--- config.mk ---
export PLATFORM = sky130hd
export DESIGN_NAME = dcmf_cell
export DESIGN_NICKNAME = d
export VERILOG_FILES = /design/src/design/dcmf_pkg.sv /design/src/design/dcmf_cell.sv
export SDC_FILE = /design/constraint.sdc
export NUM_CORES = 1
export LEC_CHECK = 0
export BUFFER_PORTS_ARGS = -buffer_cell sky130_fd_sc_hd__buf_2
export CORE_AREA = 2 2 156 158
export DETAILED_ROUTE_END_ITERATION = 6
export DIE_AREA = 0 0 158 160
export PLACE_DENSITY = 0.79
export SLEW_MARGIN = 20
export SYNTH_ARGS = -nofsm -noshare
export SYNTH_HDL_FRONTEND = slang
export SYNTH_SLANG_ARGS = --single-unit
--- constraint.sdc ---
create_clock -name clk -period 11.93 [get_ports clk]
set_input_delay 0.5965 -clock clk [delete_from_list [all_inputs] [get_ports clk]]
set_output_delay 0.5965 -clock clk [all_outputs]
set_load 0.03 [all_outputs]
--- src/design/dcmf_pkg.sv ---
// ----------------------------------------------------------------------------
// dcmf_pkg
// Shared types, constants and helpers of the dark channel minimum filter.
// ----------------------------------------------------------------------------
`default_nettype none

package dcmf_pkg;

	localparam int unsigned MAX_RADIUS_DEF = 7;
	localparam int unsigned MAX_WIDTH_DEF  = 2048;
	localparam int unsigned COORD_LIMIT    = 2048;
	localparam int unsigned CW             = 12;
	localparam int unsigned FIFO_DEPTH     = 8;
	localparam logic [16:0] FULL_SCALE_ROUND = 17'd65408;

	localparam logic [11:0] FRAME_WIDTH_RST  = 12'd640;
	localparam logic [11:0] FRAME_HEIGHT_RST = 12'd480;
	localparam logic [2:0]  RADIUS_RST       = 3'd7;
	localparam logic        MODE_RST         = 1'b0;
	localparam logic [8:0]  FACTOR_RST       = 9'd243;

	localparam logic [2:0] REG_FRAME_WIDTH  = 3'd0;
	localparam logic [2:0] REG_FRAME_HEIGHT = 3'd1;
	localparam logic [2:0] REG_RADIUS       = 3'd2;
	localparam logic [2:0] REG_MODE         = 3'd3;
	localparam logic [2:0] REG_FACTOR       = 3'd4;

	localparam logic OP_PIXEL = 1'b0;
	localparam logic MODE_TRANS = 1'b1;

	localparam logic [1:0] SEL_HOLD  = 2'd0;
	localparam logic [1:0] SEL_SHIFT = 2'd1;
	localparam logic [1:0] SEL_LOAD  = 2'd2;

	typedef struct packed {
		logic       op;
		logic [7:0] blue;
		logic [7:0] green;
		logic [7:0] red;
	} in_word_t;

	typedef struct packed {
		logic [7:0]  value;
		logic [10:0] out_row;
		logic [10:0] out_col;
		logic        last_of_frame;
	} out_word_t;

	typedef struct packed {
		logic [10:0] row;
		logic [10:0] col;
		logic        last;
	} pos_t;

	typedef struct packed {
		logic [1:0] sel;
		logic       hit;
		logic       cap;
		logic       col_en;
	} cell_ctl_t;

	// pairwise tree, five levels
	function automatic logic [7:0] min32(input logic [31:0][7:0] v);
		logic [31:0][7:0] t;
		int lv;
		int i;
		t = v;
		for (lv = 16; lv >= 1; lv = lv >> 1) begin
			for (i = 0; i < lv; i++) begin
				t[i] = (t[2*i] < t[2*i+1]) ? t[2*i] : t[2*i+1];
			end
		end
		return t[0];
	endfunction

endpackage

`default_nettype wire

--- src/design/dcmf_cell.sv ---
// ----------------------------------------------------------------------------
// dcmf_cell
// One window column: a byte per ring row, snoops writes, shifts to its left
// neighbor, and captures the masked vertical minimum.
// ----------------------------------------------------------------------------
`default_nettype none

module dcmf_cell import dcmf_pkg::*; #(
	parameter int unsigned N  = 2 * MAX_RADIUS_DEF + 1,
	parameter int unsigned SW = $clog2(2 * MAX_RADIUS_DEF + 1)
) (
	input  wire logic                clk,
	input  wire cell_ctl_t           ctl,
	input  wire logic [SW-1:0]       wr_slot,
	input  wire logic [7:0]          wr_data,
	input  wire logic [N-1:0][7:0]   nb,
	input  wire logic [N-1:0][7:0]   ld,
	input  wire logic [N-1:0]        slot_en,
	output logic [N-1:0][7:0]        eff,
	output logic [7:0]               vmin_s1
);

	logic [N-1:0][7:0] data_q;
	logic [31:0][7:0]  vin;

	always_comb begin
		for (int s = 0; s < N; s++) begin
			eff[s] = (ctl.hit && wr_slot == SW'(s)) ? wr_data : data_q[s];
		end
	end

	always_comb begin
		vin = '1;
		for (int s = 0; s < N; s++) begin
			if (slot_en[s]) begin
				vin[s] = eff[s];
			end
		end
	end

	always_ff @(posedge clk) begin
		case (ctl.sel)
			SEL_SHIFT: data_q <= nb;
			SEL_LOAD:  data_q <= ld;
			default:   data_q <= eff;
		endcase
		if (ctl.cap) begin
			vmin_s1 <= ctl.col_en ? min32(vin) : 8'hFF;
		end
	end

endmodule

`default_nettype wire

# --- Word level (Yosys, flattened, before mapping) ---
# Cells that the tools add are included.
word_totals:
  reg_bits: 128
  output_inout_bits: 128
  in_bits: 273
classes:
  reduce_logical: 17
  magnitude_cmp: 16
  n_eq_ne: 16
  n_mux: 46
op_table:
  columns: ["operator", "n"]
  rows:
  - ["$mux 8", 45]
  - ["$pmux 120 s2", 1]
  - ["$lt 8x8->1", 14]
  - ["$eq 4x4->1 const B", 7]
  - ["$eq 4x3->1 const B", 4]
  - ["$lt 8x8->1 const B", 2]
  - ["$logic_and 1x1->1", 15]
  - ["$eq 4x2->1 const B", 2]
  - ["$eq 4x1->1 const B", 1]
  - ["$logic_not 4->1", 1]
  - ["$eq 2x1->1 const B", 1]
  - ["$eq 2x2->1 const B", 1]
  - ["$reduce_and 2->1", 1]

# --- Longest topological paths before layout ---
depth:
  word_depth: 14
  ltp_mapped: 45
  ltp_nobuf: 40

# --- Worst setup path after synthesis ---
# Ideal clock, no wire load.
synth_timing:
  path_kind: "input to register"
  start: "input port wr_slot[3]"
  end: "register vmin_s1[2] (data pin)"
  setup_ns: 0.265
  stages: 42
  path_buffers: 5
  arrival_ns: 8.458
  slack_ns: 3.207
  required_time_ns: 11.665
  cell_sequence: "buf_2 > nand3b_4 > buf_6 > nor2_2 > mux2i_1 > nand2_1 > inv_1 > ha_1 > nor3_1 > a21o_1 > a31oi_1 > or2_2 > a2bb2oi_1 > clkbuf_1 > nor2_1 > a21o_1 > inv_1 > ha_1 > (+6 left out) > nand2b_1 > clkbuf_1 > mux2_2 > ha_1 > a21o_1 > a21oi_1 > nor2b_1 > nor3_1 > o31a_1 > buf_6 > mux2i_2 > ha_1 > a21o_1 > a211oi_1 > nand2_1 > o31ai_4 > mux2i_1 > nand2_1"
synth_between:
  elab_chain_len: 14
synth_lines:
  columns: ["item", "line_no", "text"]
  rows:
  - ["from (decl)", "dcmf_cell.sv:14", "input wire logic [SW-1:0] wr_slot,"]
  - ["$eq 4x1->1, or another cell as far along", "dcmf_cell.sv:28", "eff[s] = (ctl.hit && wr_slot == SW'(s)) ? wr_data : data_q[s];"]
  - ["$logic_and 1x1->1", "dcmf_cell.sv:28", null]
  - ["$mux 8", "dcmf_cell.sv:28", null]
  - ["$mux 8", "dcmf_cell.sv:35", "if (slot_en[s]) begin"]
  - ["$lt 8x8->1", "dcmf_pkg.sv:70", "t[i] = (t[2*i] < t[2*i+1]) ? t[2*i] : t[2*i+1];"]
  - ["$mux 8", "dcmf_pkg.sv:70", null]
  - ["$lt 8x8->1", "dcmf_pkg.sv:70", null]
  - ["$mux 8", "dcmf_pkg.sv:70", null]
  - ["$lt 8x8->1", "dcmf_pkg.sv:70", null]
  - ["$mux 8", "dcmf_pkg.sv:70", null]
  - ["$lt 8x8->1", "dcmf_pkg.sv:70", null]
  - ["$mux 8 *", "dcmf_pkg.sv:70", null]
  - ["$lt 8x8->1", "dcmf_pkg.sv:70", null]
  - ["$reduce_and 2->1 (no source line)", null, null]
  - ["to (signal assigned)", "dcmf_cell.sv:48", "vmin_s1 <= ctl.col_en ? min32(vin) : 8'hFF;"]
  - ["to (decl)", "dcmf_cell.sv:20", "output logic [7:0] vmin_s1"]
# Mark *: on every way between the ends. The rest lies on a longest branch, timed or not.
# A chain may end at the register's enable or synchronous reset.

# --- Final worst setup path ---
layout_timing:
  start: "input port wr_slot[1]"
  end: "register vmin_s1[2] (data pin)"
# Same word-level chain as after synthesis.

==> summary.md <==
| Metric | Value |
|---|---|
| Number of flops mapped to enable cells by yosys | 8 |
| DIE AREA | 0.02528 sq mm |
| Drt pass-1 iters | 5 |
| Crit end category | flop |
| Gr usage total | 0.3380 |
| Critical path fanouts, max | 13 |
| CP dominant cell by count | a21o_1 |
| P&R area growth vs syn | 23.21% |
| PortBufs | 400 |
| DRC viols | 0 |
| RR Endpoint | vmin_s1[2] |
| Worst Hold Class | primary input to flop |
| Hold slack | 0.4505 ns |
| VDD IR max | between 0.00015 and 0.0002 V |
| CTS H-Tree Depth | 4 |
| PD cells | 215.3 mW/mm^2 |
| Starting Density | 0.4773 |
| Share of layout cells above drive strength 1 | 0.2700 |
| Clock Sinks | 128 |
| Vias in the first global route | 11.92k |
| Slowest cell on crit path | a2bb2oi_1 |
| Clock-pin transition on the worst setup and hold timing paths | ~0.06 ns |
| Rel. slew slack | 0.3386 |
| Worst Path Arrival | 10.29 ns |
| Register bit total from synthesis | 128 |
| Syn Std Cell Area | around 0.011 sq mm |
| Area contributors post-synth | dfxtp_1 (21%), mux2i_1 (9.6%), ha_1 (9.1%), a221oi_1 (9.0%), a21oi_1 (7.2%) |
| Core area | 0.02382 sq mm |
| Die Y | 160 microns |
| Final ANT Viol Nets | 0 |
| 1st-iter DRT viols | 1,228 |
| Vias | 12.82k |
| R2R setup slack | 2.92 ns |
| Post-cts sizing count | 0 |
| Yosys top cell by area | dfxtp_1 |
| Root Driver | clkbuf_16 |
| Storage cell area | roughly 0.0026 sq mm |
| First-pass GRT wire length | 65.61 mm |
| Chip width | ~160 microns |
| Period minus WS final | 10.12 ns |
| Max cap viols | 0 |
| Number of top-level pins | 401 |
| Largest net degree at the start of global routing | 86 |
| Initial antenna violation count | 6 |
| Final Cycle Share | 0.8483 |
| Post-detail-place hpwl | 34.47 mm |
| Final WL | approximately 44 mm |
| Setup ws final | 1.810 ns |
| Filler cells | 2,271 |
| Worst EP required | 12.10 ns |
| Post-synthesis async set-or-reset flop share | 0 |
| Leakage | 7.258 nW |
| CP Capture Point | vmin_s1[2] |
| Worst slew pin tran | 0.9882 ns |
| Mapped Nets | about 1.8k |
| Library cells used by synthesis | 86 |
| TritonCTS Buffers | 17 |
| Count leader, synth | inv_1 |
| Status | completed |
| GPL Wtd Cong | between 0.9 and 1 |
| Final #Nets | 2,165 |
| RSZ-0062 raised after global routing | no |
| CTS tree | done |
| Final Max Slew Viols | 0 |
| Synth Instances | 1,484 |
| GRT Residual Overflow | 0 |
| Post CTS Setup Buffer Count | 0 |
| Area taken by multi-input logic gates | 0.007675 sq mm |
| Top cells by count, synth | inv_1 (173), a21oi_1 (164), nand2_1 (148) |
| Synth top area share | 0.2113 |
| Pre-CTS setup slack | 1.573 ns |
| Worst Setup Start Kind | primary input |
| Reg-to-Reg Start | data_q[36] |
| Max Fclk | 0.09881 GHz |
| Clk_lat worst skew | 0.42 ns |
| Mean post-synth cell area | 7.661 sq um |
| CP peak stage delay | 0.80 ns |
| Hold Violations, Final | 0 |
| Setup Viol. Count Final | 0 |
| Worst R2R Path Depth | 34 |
| Setup TNS Final | 0 ns |
| Deepest clock path buffer count | 2 |
| Final Skew | 0.008937 ns |
| Row count | 57 |
| YS warnings | 0 |
| CP Class | primary input to flop |
| DR vias/cell | 5.965 |
| Register area share after synthesis | 0.2324 |
| Hold buffers post-CTS | 0 |
| WL/cell | 20.55 microns |
| Setup crit start | wr_slot[1] |
| Top_reg_cell synth | dfxtp_1 |
-- cells in the final DEF (no fill, tap or decap), drive strengths merged, types with 21 or more instances in the layout --
| cell type | n |
|---|---|
| nor2 | 60 |
| inv | 175 |
| and2 | 28 |
| a21o | 24 |
| a31oi | 21 |
| nand3 | 51 |
| dfxtp | 120 |
| ha | 83 |
| nand2 | 151 |
| a21oi | 166 |
| a221oi | 117 |
| clkbuf | 22 |
| o21ai | 79 |
| mux2i | 119 |
| buf | 406 |
-- how the worst min path moves through the flow --
stage | startpoint | to | slack [ns] | cells after the start
2_1_floorplan | data_q[106] | data_q[106] | 0.52 | 2
3_3_place_gp | data_q[16] | data_q[16] | 0.55 | 2
3_5_place_dp | data_q[82] | data_q[82] | 0.56 | 2
4_1_cts | nb[77] | data_q[77] | 0.44 | 3
5_1_grt | nb[86] | data_q[86] | 0.45 | 3
6_report | nb[77] | data_q[77] | 0.45 | 3
-- logic make-up after synthesis --
logic type / share of synthesized area
AND/OR/NAND/NOR: 0.1532
adder cells (fa/ha/maj): 0.09322
multiplexers: 0.1237
buffers and inverters: 0.09465
AO/OA/AOI/OAI: 0.3012
flip-flops: 0.2324
XOR/XNOR: 0.001541
-- stage by stage --
stage | cell area [sq um] | util | power [mW] | cells
6_report | 14010 | 0.5880 | 3.016 | 2150
4_1_cts | 14000 | 0.5876 | 2.992 | 2146
5_1_grt | 14000 | 0.5879 | 3.232 | 2149
2_1_floorplan | 11370 | - | 2.065 | 1484
3_5_place_dp | 13430 | 0.5638 | 2.471 | 2114
3_3_place_gp | 13430 | 0.5638 | 2.440 | 2114
-- area by class of cell --
| type | count | share of cell area |
|---|---|---|
| repair buffers | 406 | 0.1461 |
| clock buffers | 22 | 0.03243 |
| flip-flops and latches | 128 | 0.1887 |
| well taps | 324 | 0.02894 |
| diodes | 4 | 0.0007146 |
| inverters | 176 | 0.04716 |
| clock inverters | 10 | 0.008039 |
| multi-input cells | 1080 | 0.5479 |
-- state kept, by name (all words and copies together), names as in the netlist --
register,count
vmin_s1,8
data_q,120
-- routing by layer --
metal | global-route usage | routed length (microns)
met3 | 0.06974 | 4080
met1 | 0.4304 | 17920
met4 | 0.1466 | 1595
met5 | 0 | 23
met2 | 0.5508 | 20550
-- critical path: cells and delay by family --
kind            cells  cell delay, ns
fa+ha+maj           4            0.95
compound gates     14            3.97
buf+inv             2            0.20
mux                 4            1.47
simple gates       13            3.06
-- power by group --
part           leakage, nW  internal [mW]  switching, mW
sequential            1.08          0.537         0.0283
clock                0.274          0.312          0.203
combinational         5.90          0.716           1.22
total                 7.26           1.57           1.45
No activity file was read; power rests on OpenSTA's default activity.
