<file path="config.mk">
export PLATFORM = sky130hd
export DESIGN_NAME = dcmf_out
export DESIGN_NICKNAME = d
export VERILOG_FILES = /design/src/design/dcmf_pkg.sv /design/src/design/dcmf_out.sv
export SDC_FILE = /design/constraint.sdc
export NUM_CORES = 1
export LEC_CHECK = 0
export ABC_AREA = 1
export BUFFER_PORTS_ARGS = -buffer_cell sky130_fd_sc_hd__buf_2
export CAP_MARGIN = 20
export CELL_PAD_IN_SITES_DETAIL_PLACEMENT = 0
export CELL_PAD_IN_SITES_GLOBAL_PLACEMENT = 2
export CORE_AREA = 8 8 230 232
export DETAILED_ROUTE_END_ITERATION = 10
export DIE_AREA = 0 0 238 240
export PLACE_DENSITY = 0.78
export SLEW_MARGIN = 20
export SYNTH_ARGS = -nofsm -noshare
export SYNTH_HDL_FRONTEND = slang
export SYNTH_SLANG_ARGS = --single-unit
</file>
<file path="constraint.sdc">
create_clock -name clk -period 6.5 [get_ports clk]
set_clock_uncertainty 0.1 [all_clocks]
set_input_delay 1.3 -clock clk [delete_from_list [all_inputs] [get_ports clk]]
set_output_delay 1.3 -clock clk [all_outputs]
set_load 0.01 [all_outputs]
</file>
<file path="src/design/dcmf_pkg.sv">
// ----------------------------------------------------------------------------
// dcmf_pkg
// Shared types, constants and helpers of the dark channel minimum filter.
// ----------------------------------------------------------------------------
`default_nettype none

package dcmf_pkg;

	localparam int unsigned MAX_RADIUS_DEF = 7;
	localparam int unsigned MAX_WIDTH_DEF  = 2048;
	localparam int unsigned COORD_LIMIT    = 2048;
	localparam int unsigned CW             = 12;
	localparam int unsigned FIFO_DEPTH     = 8;
	localparam logic [16:0] FULL_SCALE_ROUND = 17'd65408;

	localparam logic [11:0] FRAME_WIDTH_RST  = 12'd640;
	localparam logic [11:0] FRAME_HEIGHT_RST = 12'd480;
	localparam logic [2:0]  RADIUS_RST       = 3'd7;
	localparam logic        MODE_RST         = 1'b0;
	localparam logic [8:0]  FACTOR_RST       = 9'd243;

	localparam logic [2:0] REG_FRAME_WIDTH  = 3'd0;
	localparam logic [2:0] REG_FRAME_HEIGHT = 3'd1;
	localparam logic [2:0] REG_RADIUS       = 3'd2;
	localparam logic [2:0] REG_MODE         = 3'd3;
	localparam logic [2:0] REG_FACTOR       = 3'd4;

	localparam logic OP_PIXEL = 1'b0;
	localparam logic MODE_TRANS = 1'b1;

	localparam logic [1:0] SEL_HOLD  = 2'd0;
	localparam logic [1:0] SEL_SHIFT = 2'd1;
	localparam logic [1:0] SEL_LOAD  = 2'd2;

	typedef struct packed {
		logic       op;
		logic [7:0] blue;
		logic [7:0] green;
		logic [7:0] red;
	} in_word_t;

	typedef struct packed {
		logic [7:0]  value;
		logic [10:0] out_row;
		logic [10:0] out_col;
		logic        last_of_frame;
	} out_word_t;

	typedef struct packed {
		logic [10:0] row;
		logic [10:0] col;
		logic        last;
	} pos_t;

	typedef struct packed {
		logic [1:0] sel;
		logic       hit;
		logic       cap;
		logic       col_en;
	} cell_ctl_t;

	// pairwise tree, five levels
	function automatic logic [7:0] min32(input logic [31:0][7:0] v);
		logic [31:0][7:0] t;
		int lv;
		int i;
		t = v;
		for (lv = 16; lv >= 1; lv = lv >> 1) begin
			for (i = 0; i < lv; i++) begin
				t[i] = (t[2*i] < t[2*i+1]) ? t[2*i] : t[2*i+1];
			end
		end
		return t[0];
	endfunction

endpackage

`default_nettype wire

</file>
<file path="src/design/dcmf_out.sv">
// ----------------------------------------------------------------------------
// dcmf_out
// Horizontal minimum, transmission math and the result queue.
// ----------------------------------------------------------------------------
`default_nettype none

module dcmf_out import dcmf_pkg::*; #(
	parameter int unsigned NC = 2 * MAX_RADIUS_DEF + 1
) (
	input  wire logic               clk,
	input  wire logic               arst_n,
	input  wire logic               v_s1,
	input  wire pos_t               pos_s1,
	input  wire logic [NC-1:0][7:0] vmin_s1,
	input  wire logic               emit,
	input  wire logic               mode,
	input  wire logic [8:0]         factor,
	input  wire logic               out_stall,
	output logic                    out_valid,
	output out_word_t               out_data,
	output logic                    full
);

	localparam int unsigned PW = $clog2(FIFO_DEPTH);

	logic [31:0][7:0] hin;
	logic             v_s2;
	logic             v_s3;
	logic [7:0]       m_s2;
	pos_t             pos_s2;
	out_word_t        word_s3;
	logic [16:0]      prod;
	logic [7:0]       value;
	out_word_t        fifo_q [FIFO_DEPTH];
	logic [PW-1:0]    wr_ptr_q;
	logic [PW-1:0]    rd_ptr_q;
	logic [PW:0]      cnt_q;
	logic [PW:0]      occ_q;
	logic             pop;

	always_comb begin
		hin = '1;
		for (int j = 0; j < NC; j++) begin
			hin[j] = vmin_s1[j];
		end
	end

	always_comb begin
		prod = 17'(factor) * 17'(m_s2);
		if (mode == MODE_TRANS) begin
			value = (prod >= FULL_SCALE_ROUND) ? 8'd0 : 8'((FULL_SCALE_ROUND - prod) >> 8);
		end else begin
			value = m_s2;
		end
	end

	always_ff @(posedge clk) begin
		m_s2    <= min32(hin);
		pos_s2  <= pos_s1;
		word_s3 <= '{value: value, out_row: pos_s2.row, out_col: pos_s2.col,
			last_of_frame: pos_s2.last};
		if (v_s3) begin
			fifo_q[wr_ptr_q] <= word_s3;
		end
	end

	assign pop       = out_valid && !out_stall;
	assign out_valid = cnt_q != '0;
	assign out_data  = fifo_q[rd_ptr_q];
	// credit covers the words still in the pipeline
	assign full      = occ_q == (PW+1)'(FIFO_DEPTH);

	always_ff @(posedge clk or negedge arst_n) begin
		if (!arst_n) begin
			v_s2     <= 1'b0;
			v_s3     <= 1'b0;
			wr_ptr_q <= '0;
			rd_ptr_q <= '0;
			cnt_q    <= '0;
			occ_q    <= '0;
		end else begin
			v_s2 <= v_s1;
			v_s3 <= v_s2;
			if (v_s3) begin
				wr_ptr_q <= wr_ptr_q + 1'b1;
			end
			if (pop) begin
				rd_ptr_q <= rd_ptr_q + 1'b1;
			end
			cnt_q <= cnt_q + (PW+1)'(v_s3) - (PW+1)'(pop);
			occ_q <= occ_q + (PW+1)'(emit) - (PW+1)'(pop);
		end
	end

endmodule

`default_nettype wire

</file>
# == After elaboration in Yosys (flattened, before gate mapping) ==
# Memory sizes are Yosys's and may differ from the RTL's.
# Cells that the tools add are included.
# totals
latchBits,0
romBits,0
output_inout_bits,33
ram_bits,248
elab_cells,63
in_bits,158
memories,1
ff_bits,78
# mem_list
memory,depth,width,read_ports,rd_ports_with_merged_regs,wr,line,text
fifo_q,8,31,1,0,1,dcmf_out.sv:34,out_word_t fifo_q [FIFO_DEPTH];
# op_classes
mul,1
n_lt_le_gt_ge,17
n_reduce_logical,3
n_bitwise,0
addsub,7
shifts,0
n_eq_ne,1
n_mux,19
div,0
# op_table
op,n
2-to-1 mux 8 bit,17
less-than comparator 8 bit,14
"greater-or-equal comparator 17 x 16 -> 1 bit, second input constant",1
multiplier 9 x 8 -> 17 bit,1
"less-than comparator 8 bit, second input constant",2
"subtractor 16 bit, first input constant",1
adder 4 x 1 -> 4 bit,2
subtractor 4 x 1 -> 4 bit,2
"adder 3 x 1 -> 3 bit, second input constant",2
"equality test 4 bit, second input constant",1
nonzero test 4 bit,1
2-to-1 mux 1 bit,2
logical AND 1 bit,1
logical NOT 1 bit,1

# == Depth between registers and ports, before layout ==
# Gate-level depths: netlist (run 1).
# logic_depth
word_depth,9
mapped_depth,42
depth_no_buf,41

# == Worst setup path before layout (run 1) ==
# Ideal clock, no wire load.
# synth_path
path_kind,input -> register
from,in vmin_s1[15] (netlist bit)
to,reg m_s2[0]
t_required_ns,6.287
stages,31
setup_ns,0.113
path_slack_ns,0.103
path_buffers,3
arrival_ns,6.184
path_cell_list,inv_1 ha_1 nand2_1 o21a_1 nand2_2 clkbuf_1 a21oi_1 ha_1 a21oi_1 nor2_1 a211oi_1 nand2_2 inv_1 clkbuf_1 nand2_1 o21ai_0 ha_1 a21oi_1 nor2_1 a211oi_1 nand2_2 inv_1 buf_2 o21ai_0 ha_1 a21oi_1 nor2_1 a211oi_2 nand2_4 nand2_1 nand2_1
# synth_via
elab_chain_len,9
# synth_rtl
item,line,text
"start, declared",dcmf_out.sv:14,"input wire logic [NC-1:0][7:0] vmin_s1,"
less-than comparator 8 bit,dcmf_pkg.sv:70,t[i] = (t[2*i] < t[2*i+1]) ? t[2*i] : t[2*i+1];
2-to-1 mux 8 bit (*),dcmf_pkg.sv:70,
less-than comparator 8 bit,dcmf_pkg.sv:70,
2-to-1 mux 8 bit (*),dcmf_pkg.sv:70,
less-than comparator 8 bit,dcmf_pkg.sv:70,
2-to-1 mux 8 bit (*),dcmf_pkg.sv:70,
less-than comparator 8 bit,dcmf_pkg.sv:70,
2-to-1 mux 8 bit (*),dcmf_pkg.sv:70,
less-than comparator 8 bit,dcmf_pkg.sv:70,
"end signal, assigned",dcmf_out.sv:58,m_s2 <= min32(hin);
"end, declared",dcmf_out.sv:29,logic [7:0] m_s2;
# Mark *: on every way between the ends. The rest lies on a longest branch, timed or not.
# A chain may end at the register's enable or synchronous reset.

# == Final worst setup path (run 1) ==
# layout_path
from,in vmin_s1[85] (netlist bit)
to,reg m_s2[0]
# The elaborated chain is that of the path after synthesis.

==> flow_metrics.py, run 1 <==
metrics = {
    "clock_tree": {
        "clockBufferDepth": 3,
        "cts.sinks": 326,
        "path_clk_slew_ns": 0.06,
        "numCtsBuffers": 34,
        "clk_latency_ns": 0.51,
        "cts_tree": "built",
        "post_cts_buffers": 0,
        "postCtsHoldBufs": 0,
        "cts_resized": 0,
        "root_buffer": "clkbuf_16",
        "h-tree-depth": 2,
    },
    "flow_run": {
        "maxCapViolations": 0,
    },
    "critical_path": {
        "worstSetupPathType": "in2reg",
        "crit_path_end_kind": "register",
        "crit_path_frequent_cell": "ha_1",
        "crit_family": "compound AO/OA/AOI/OAI gates",
        "worstSetupStartpointType": "primary input",
        "cp.required_ns": 6.80,
        "cp_slowest_cell": "o21ai_0",
        "worstPathArrival_ns": 6.26,
        "path_buf_inv": 6,
        "critPathMaxStageDelay_ns": 0.40,
        "worstPathMaxFanout": 15,
    },
    "timing": {
        "drv_slew": 0,
        "layout_min_cycle_time_ns": 5.959,
        "finalCritPeriodShare_pct": 91.67,
        "tightest_slew_ns": 0.8779,
        "setup_viol": 0,
        "setup_slack_ns": 0.5414,
        "fmax_mhz": 167.8,
        "hold_viol_final": 0,
        "relSlewSlack_pct": 41.47,
        "rsz0062_at_grt": "false",
    },
    "placed_design": {
        "portBuffers": 190,
        "place_hpwl_um": 31060,
        "gp_congestion": 0.7900,
        "dp_slack_ns": 0.006633,
    },
    "yosys": {
        "synth_area_per_cell_sq_um": 9.334,
        "ys_warn_count": 0,
        "ys_ff_latch": 326,
        "ys_types": 37,
        "syn_area_sq_um": 17930,
        "netlist_instances": 1921,
        "synth_nets": 2262,
        "ys_seq_area_share_pct": 50.69,
    },
    "final_layout": {
        "antennaDiodeCount": 0,
        "nFillCells": 4942,
        "fin_nets": 2452,
        "multi_input_area_sq_um": 7706,
        "ff_latch_area_sq_um": 9094,
        "final_util_pct": 42.50,
        "drive_gt1_share_pct": 15.68,
        "syn_to_final_growth_pct": 17.22,
    },
    "route": {
        "ant_nets": 0,
        "wirelength_um": 43940,
        "vias": 13140,
        "drc": 0,
        "via_per_inst": 4.678,
        "drt_iter0_drc": 631,
        "wire_per_inst_um": 15.65,
        "dr.pass1.iters": 5,
    },
    "floorplanning": {
        "die_h_um": 240,
        "io_pins": 191,
        "dieArea_sq_um": 57120,
        "start_util_pct": 36.26,
        "core_sq_um": 49450,
        "die_width_um": 238,
        "num_rows": 82,
    },
    "power": {
        "powerDensity_nw_per_um2": 536.0,
        "vdd_drop_max_uv": 605.4,
        "leakage_nw": 9.461,
    },
    "grt": {
        "track_usage_pct": 15.34,
        "grt_remaining_overflow": 0,
        "grt_max_degree": 83,
        "grt_pass1_wl_um": 70800,
        "first_global_vias": 13480,
        "antenna_found_initial": 1,
    },
    "min_path": {
        "hp-class": "reg2reg",
    },
    "outcome": {
        "status": "complete, no violations",
    },
}
worst register-to-register path, cell delays in order (launching register included):
cell and delay (ns):
dfxtp_1 0.48, nand2_1 0.14, inv_1 0.06, fa_1 0.45, fa_1 0.55, inv_1 0.05
fa_1 0.46, fa_1 0.54, inv_1 0.04, ha_1 0.33, a21oi_1 0.12, and2_1 0.16
nor2_1 0.05, o21ai_0 0.13, nand2_1 0.10, a21o_1 0.16, a21oi_1 0.19, o21bai_1 0.09
a21o_1 0.18, a21oi_1 0.12, nor2_1 0.05, nor2_1 0.11, xor2_1 0.24, nand4_1 0.11
nand3_1 0.25, o22ai_1 0.12
area by class of cell:
| type | instances | share of cell area [%] |
|---|---|---|
| multi-input combinational | 1273 | 36.66 |
| timing repair buffer | 229 | 5.917 |
| inverter | 247 | 4.417 |
| clock buffer | 44 | 4.518 |
| clock inverter | 17 | 1.220 |
| tap | 672 | 4.000 |
| sequential | 326 | 43.26 |
cells by family after synthesis:
family	synth area share (%)
fa+ha+maj	14.61
flops	50.69
xor+xnor	1.319
simple gates	16.11
buf+inv	6.747
compound gates	10.53
sequential cells by signal, summed over array words and instances (netlist names):
register and flops:
m_s2 8, occ_q 4, pos_s2 23, wr_ptr_q 3, v_s3 1, v_s2 1, cnt_q 4, fifo_q 248
rd_ptr_q 3, word_s3 31
synth_stat cells (all sizes together):
cell,n,share of area [%]
nand2,369,8.3
nor2,288,6.0
edfxtp,248,42
inv,243,5.1
o21ai,184,5.2
ha,139,9.7
a21oi,71,2.0
clkbuf,70,1.5
dfxtp,62,6.9
nand3,45,1.3
fa,44,4.9
o22ai,39,1.4
a31oi,32,1.1
xor2,17,0.83
dfrtp,16,2.2
xnor2,10,0.49
a211oi,7,0.32
nand3b,7,0.29
o21a,7,0.29
buf,5,0.11
clkinv,4,0.084
nor3,3,0.084
o21bai,3,0.13
a21o,2,0.084
a2111oi,1,0.049
and2,1,0.035
nand4,1,0.035
nor3b,1,0.042
o31ai,1,0.042
or2,1,0.035
layout by cell type (no fill, tap or decap), types with 14 or more instances in the layout:
| master | instances |
|---|---|
| dfxtp_1 | 62 |
| edfxtp_1 | 248 |
| nand3_1 | 45 |
| nor2_1 | 280 |
| clkbuf_16 | 35 |
| a21oi_1 | 71 |
| xor2_1 | 17 |
| dfrtp_1 | 14 |
| nand2_2 | 26 |
| inv_1 | 239 |
| nand2_1 | 338 |
| buf_4 | 39 |
| a31oi_1 | 32 |
| o21ai_0 | 172 |
| buf_2 | 190 |
| o22ai_1 | 39 |
| ha_1 | 139 |
| fa_1 | 44 |
per-stage QoR:
| stage | instances | TNS (ns) | power [mW] | hold slack, ns | instance area, sq um |
|---|---|---|---|---|---|
| 2_1_floorplan | 1921 | 0 | 7.613 | 0.2096 | 17930 |
| 3_3_place_gp | 2747 | -0.3892 | 9.308 | 0.2117 | 19800 |
| 3_5_place_dp | 2747 | 0 | 9.364 | 0.2121 | 19800 |
| 4_1_cts | 2808 | 0 | 11.48 | 0.2288 | 21010 |
| 5_1_grt | 2808 | 0 | 12.48 | 0.2346 | 21020 |
| 6_report | 2808 | 0 | 11.27 | 0.2249 | 21020 |
worst paths after layout:
check	to	slack [ns]	start	cells past startpoint
max	m_s2[0]$_SDFF_PP1_	0.54	vmin_s1[85]	30
min	word_s3[10]$_DFF_P_	0.22	pos_s2[10]$_DFF_P_	0
max reg2reg	word_s3[23]$_DFF_P_	0.98	m_s2[4]$_SDFF_PP1_	25
min reg2reg	word_s3[10]$_DFF_P_	0.22	pos_s2[10]$_DFF_P_	0
max in group asynchronous	rd_ptr_q[0]$_DFFE_PN0P_	5.35	arst_n	1
min in group asynchronous	cnt_q[1]$_DFF_PN0_	0.62	arst_n	1
per-layer routing:
metal  routed length, um  vias to the layer above  track usage, %
li1                    -                     6758               -
met1               19060                     6170           18.42
met2               22840                      159           29.06
met3                1428                       50           2.212
met4                 608                        0           2.754
met5                   0                        -               0
power by group:
group	internal [mW]	leakage, nW	total (mW)	switching, mW
logic	2.53	5.91	6.30	3.77
registers	2.63	2.97	2.89	0.263
clock network	1.28	0.589	2.07	0.790
total	6.44	9.46	11.3	4.82
No activity file was read; power rests on OpenSTA's default activity.
==> run 2, diff against run 1 <==
Settings changed: CORE_AREA 8 8 230 232 to 4 4 250 252, DIE_AREA 0 0 238 240 to 0 0 254 256, PLACE_DENSITY 0.78 to 0.68.
Clock period 6.5 ns to 4.95 ns, I/O delays scaled along.
==> run 2 against run 1 <==
Effect of this change: the run now ends with negative setup slack left; die area grew 14%; register-to-register slack lost 0.94 ns; combinational power grew 100%; largest power group unchanged.
==> flow_metrics.py, run 2 (synthesis results as in run 1) <==
metrics = {
    "outcome": {
        "status": "finished with violations",
        "violations": "negative setup slack",
    },
    "power": {
        "seqPwrFrac_pct": 19.8,
        "powerDensity_nw_per_um2": 752.8,
        "leakage_nw": 11.35,
        "power_switching_mw": 7.650,
        "pwr-share-comb_pct": 66.9,
        "switching_share_pct": 40.45,
        "p_clk_share_pct": 13.3,
        "p_int_mw": 11.26,
        "vdd_drop_max_uv": 780.4,
    },
    "route": {
        "via_per_inst": 4.443,
        "vias": 14610,
        "drc": 0,
        "drt_iter0_drc": 512,
        "wire_per_inst_um": 14.80,
        "dr.pass1.iters": 5,
        "ant_nets": 0,
        "wirelength_um": 48660,
    },
    "final_layout": {
        "multi_input_area_sq_um": 8851,
        "largestRegisters": "fifo_q: 248 flops, word_s3: 31 flops, pos_s2: 23 flops",
        "largest_register": "fifo_q",
        "antennaDiodeCount": 0,
        "final_util_pct": 41.78,
        "finalInstanceArea_sq_um": 25120,
        "fin_nets": 2820,
        "final_cell_mix": "buf_4, nand2_1, nor2_1",
        "nFillCells": 5930,
        "syn_to_final_growth_pct": 40.10,
        "ff_latch_area_sq_um": 9100,
        "largest_reg_flops": 248,
        "layout_commonest_cell": "buf_4",
        "drive_gt1_share_pct": 35.83,
        "fin_cells": 3288,
    },
    "clock_tree": {
        "clockBufferDepth": 3,
        "postCtsHoldBufs": 0,
        "cts_tree": "built",
        "h-tree-depth": 2,
        "root_buffer": "clkbuf_16",
        "cts.sinks": 326,
        "numCtsBuffers": 36,
        "clk_latency_ns": 0.51,
        "path_clk_slew_ns": 0.06,
    },
    "floorplanning": {
        "dieArea_sq_um": 65020,
        "start_util_pct": 29.82,
        "core_sq_um": 60130,
        "die_width_um": 254,
        "num_rows": 90,
        "io_pins": 191,
        "die_h_um": 256,
    },
    "grt": {
        "antenna_found_initial": 1,
        "grt_remaining_overflow": 0,
        "met2_usage_pct": 26.60,
        "top_usage_layer": "met2",
        "gr-usage-met3_pct": 1.555,
        "first_global_vias": 14870,
        "track_usage_pct": 14.61,
        "met1_usage_pct": 19.09,
        "grt_pass1_wl_um": 77530,
        "grt_max_degree": 61,
    },
    "placed_design": {
        "portBuffers": 190,
        "place_area_sq_um": 22700,
        "place_hpwl_um": 34540,
        "dp_cells": 3167,
        "gp_congestion": 0.8100,
    },
    "critical_path": {
        "worstSetupStartpointType": "primary input",
        "crit_path_end_kind": "register",
        "worstSetupPathType": "in2reg",
        "cp.required_ns": 5.23,
        "worstPathArrival_ns": 5.30,
        "worstPathMaxFanout": 8,
    },
    "timing": {
        "holdWs_ns": 0.2234,
        "fmax_mhz": 199.1,
        "finalCritPeriodShare_pct": 101.5,
        "layout_min_cycle_time_ns": 5.023,
        "tightest_slew_ns": 0.8969,
        "setup_slack_ns": -0.07331,
        "setup_tns_ns": -0.8423,
        "drv_slew": 0,
        "rsz0062_at_grt": "true",
        "relSlewSlack_pct": 39.93,
        "setup_viol": 16,
        "hold_viol_final": 0,
    },
    "flow_run": {
        "maxCapViolations": 0,
    },
    "min_path": {
        "hp-class": "reg2reg",
    },
}
[run 2: cell types whose count changed in the layout (fill, tap and decap cells not counted), sizes merged]
cell / delta
clkinvlp: +2
bufinv: -4
nand2: +6
clkbuf: +5
buf: +359
clkinv: +2
[run 2: path summary, 6_finish.rpt]
check                                     endpoint  cells past startpoint               start  slack (ns)
setup / recovery               word_s3[29]$_DFF_P_                     26           factor[3]       -0.07
hold / removal                 word_s3[17]$_DFF_P_                      0  pos_s2[17]$_DFF_P_        0.22
setup reg to reg               word_s3[29]$_DFF_P_                     21  m_s2[2]$_SDFF_PP1_        0.04
hold reg to reg                word_s3[17]$_DFF_P_                      0  pos_s2[17]$_DFF_P_        0.22
max in group asynchronous  rd_ptr_q[0]$_DFFE_PN0P_                      1              arst_n        4.07
min in group asynchronous  rd_ptr_q[0]$_DFFE_PN0P_                      1              arst_n        0.34
[run 2: metrics by stage]
stage	setup slack (ns)	power [mW]
after detailed placement	-1.081	15.12
after global routing	-0.3643	20.70
after global placement	-1.107	15.02
after CTS	-0.1188	18.17
after floorplan	-0.5977	10.29
final	-0.07331	18.91
[run 2: final cells by class]
class                           count  area share [%]
Timing Repair Buffer              588           16.29
Multi-Input combinational cell   1279           35.23
Sequential cell                   326           36.22
Timing Repair inverter              1         0.02490
Inverter                          247           3.860
Clock inverter                     16          0.5777
Clock buffer                       49           3.900
Tap cell                          782           3.895
[run 2: power by group through the flow]
stage | Sequential [mW] | Clock (mW) | Combinational [mW]
2_1_floorplan | 3.63 | 0 | 6.66
3_3_place_gp | 3.80 | 0 | 11.2
6_report | 3.75 | 2.51 | 12.7
4_1_cts | 3.76 | 2.57 | 11.8
5_1_grt | 3.79 | 2.69 | 14.2
3_5_place_dp | 3.80 | 0 | 11.3
[run 2: repair_timing]
action,in CTS,in global routing
endpoints found under the hold margin,0,0
pin swaps,56,50
endpoints found under the setup margin,16,16
setup buffers,21,29
resized for setup,137,107
cloned,5,2
[run 2: layer usage]
metal / up-vias / part of all wire [%] / routed length [um]
met2: 191 / 50 / 24410
met5: - / 0.021 / 10
met1: 6863 / 46 / 22370
met3: 50 / 2.7 / 1320
met4: 2 / 1.1 / 552
li1: 7504 / - / -
[run 2: critical path: stages]
cell,delay [ns]
buf_8,0.11
nand2_4,0.05
inv_4,0.03
fa_2,0.38
fa_1,0.48
inv_1,0.05
fa_1,0.46
fa_1,0.53
inv_2,0.04
ha_4,0.22
a21oi_2,0.11
and2_1,0.15
nor2_1,0.05
o21ai_1,0.11
nand2_1,0.08
a21o_1,0.17
a21oi_2,0.14
o21bai_1,0.08
a21o_1,0.18
a21oi_2,0.11
nor2_1,0.04
nor2_1,0.11
xor2_1,0.20
nand4_1,0.17
nand3_4,0.19
o22ai_2,0.08
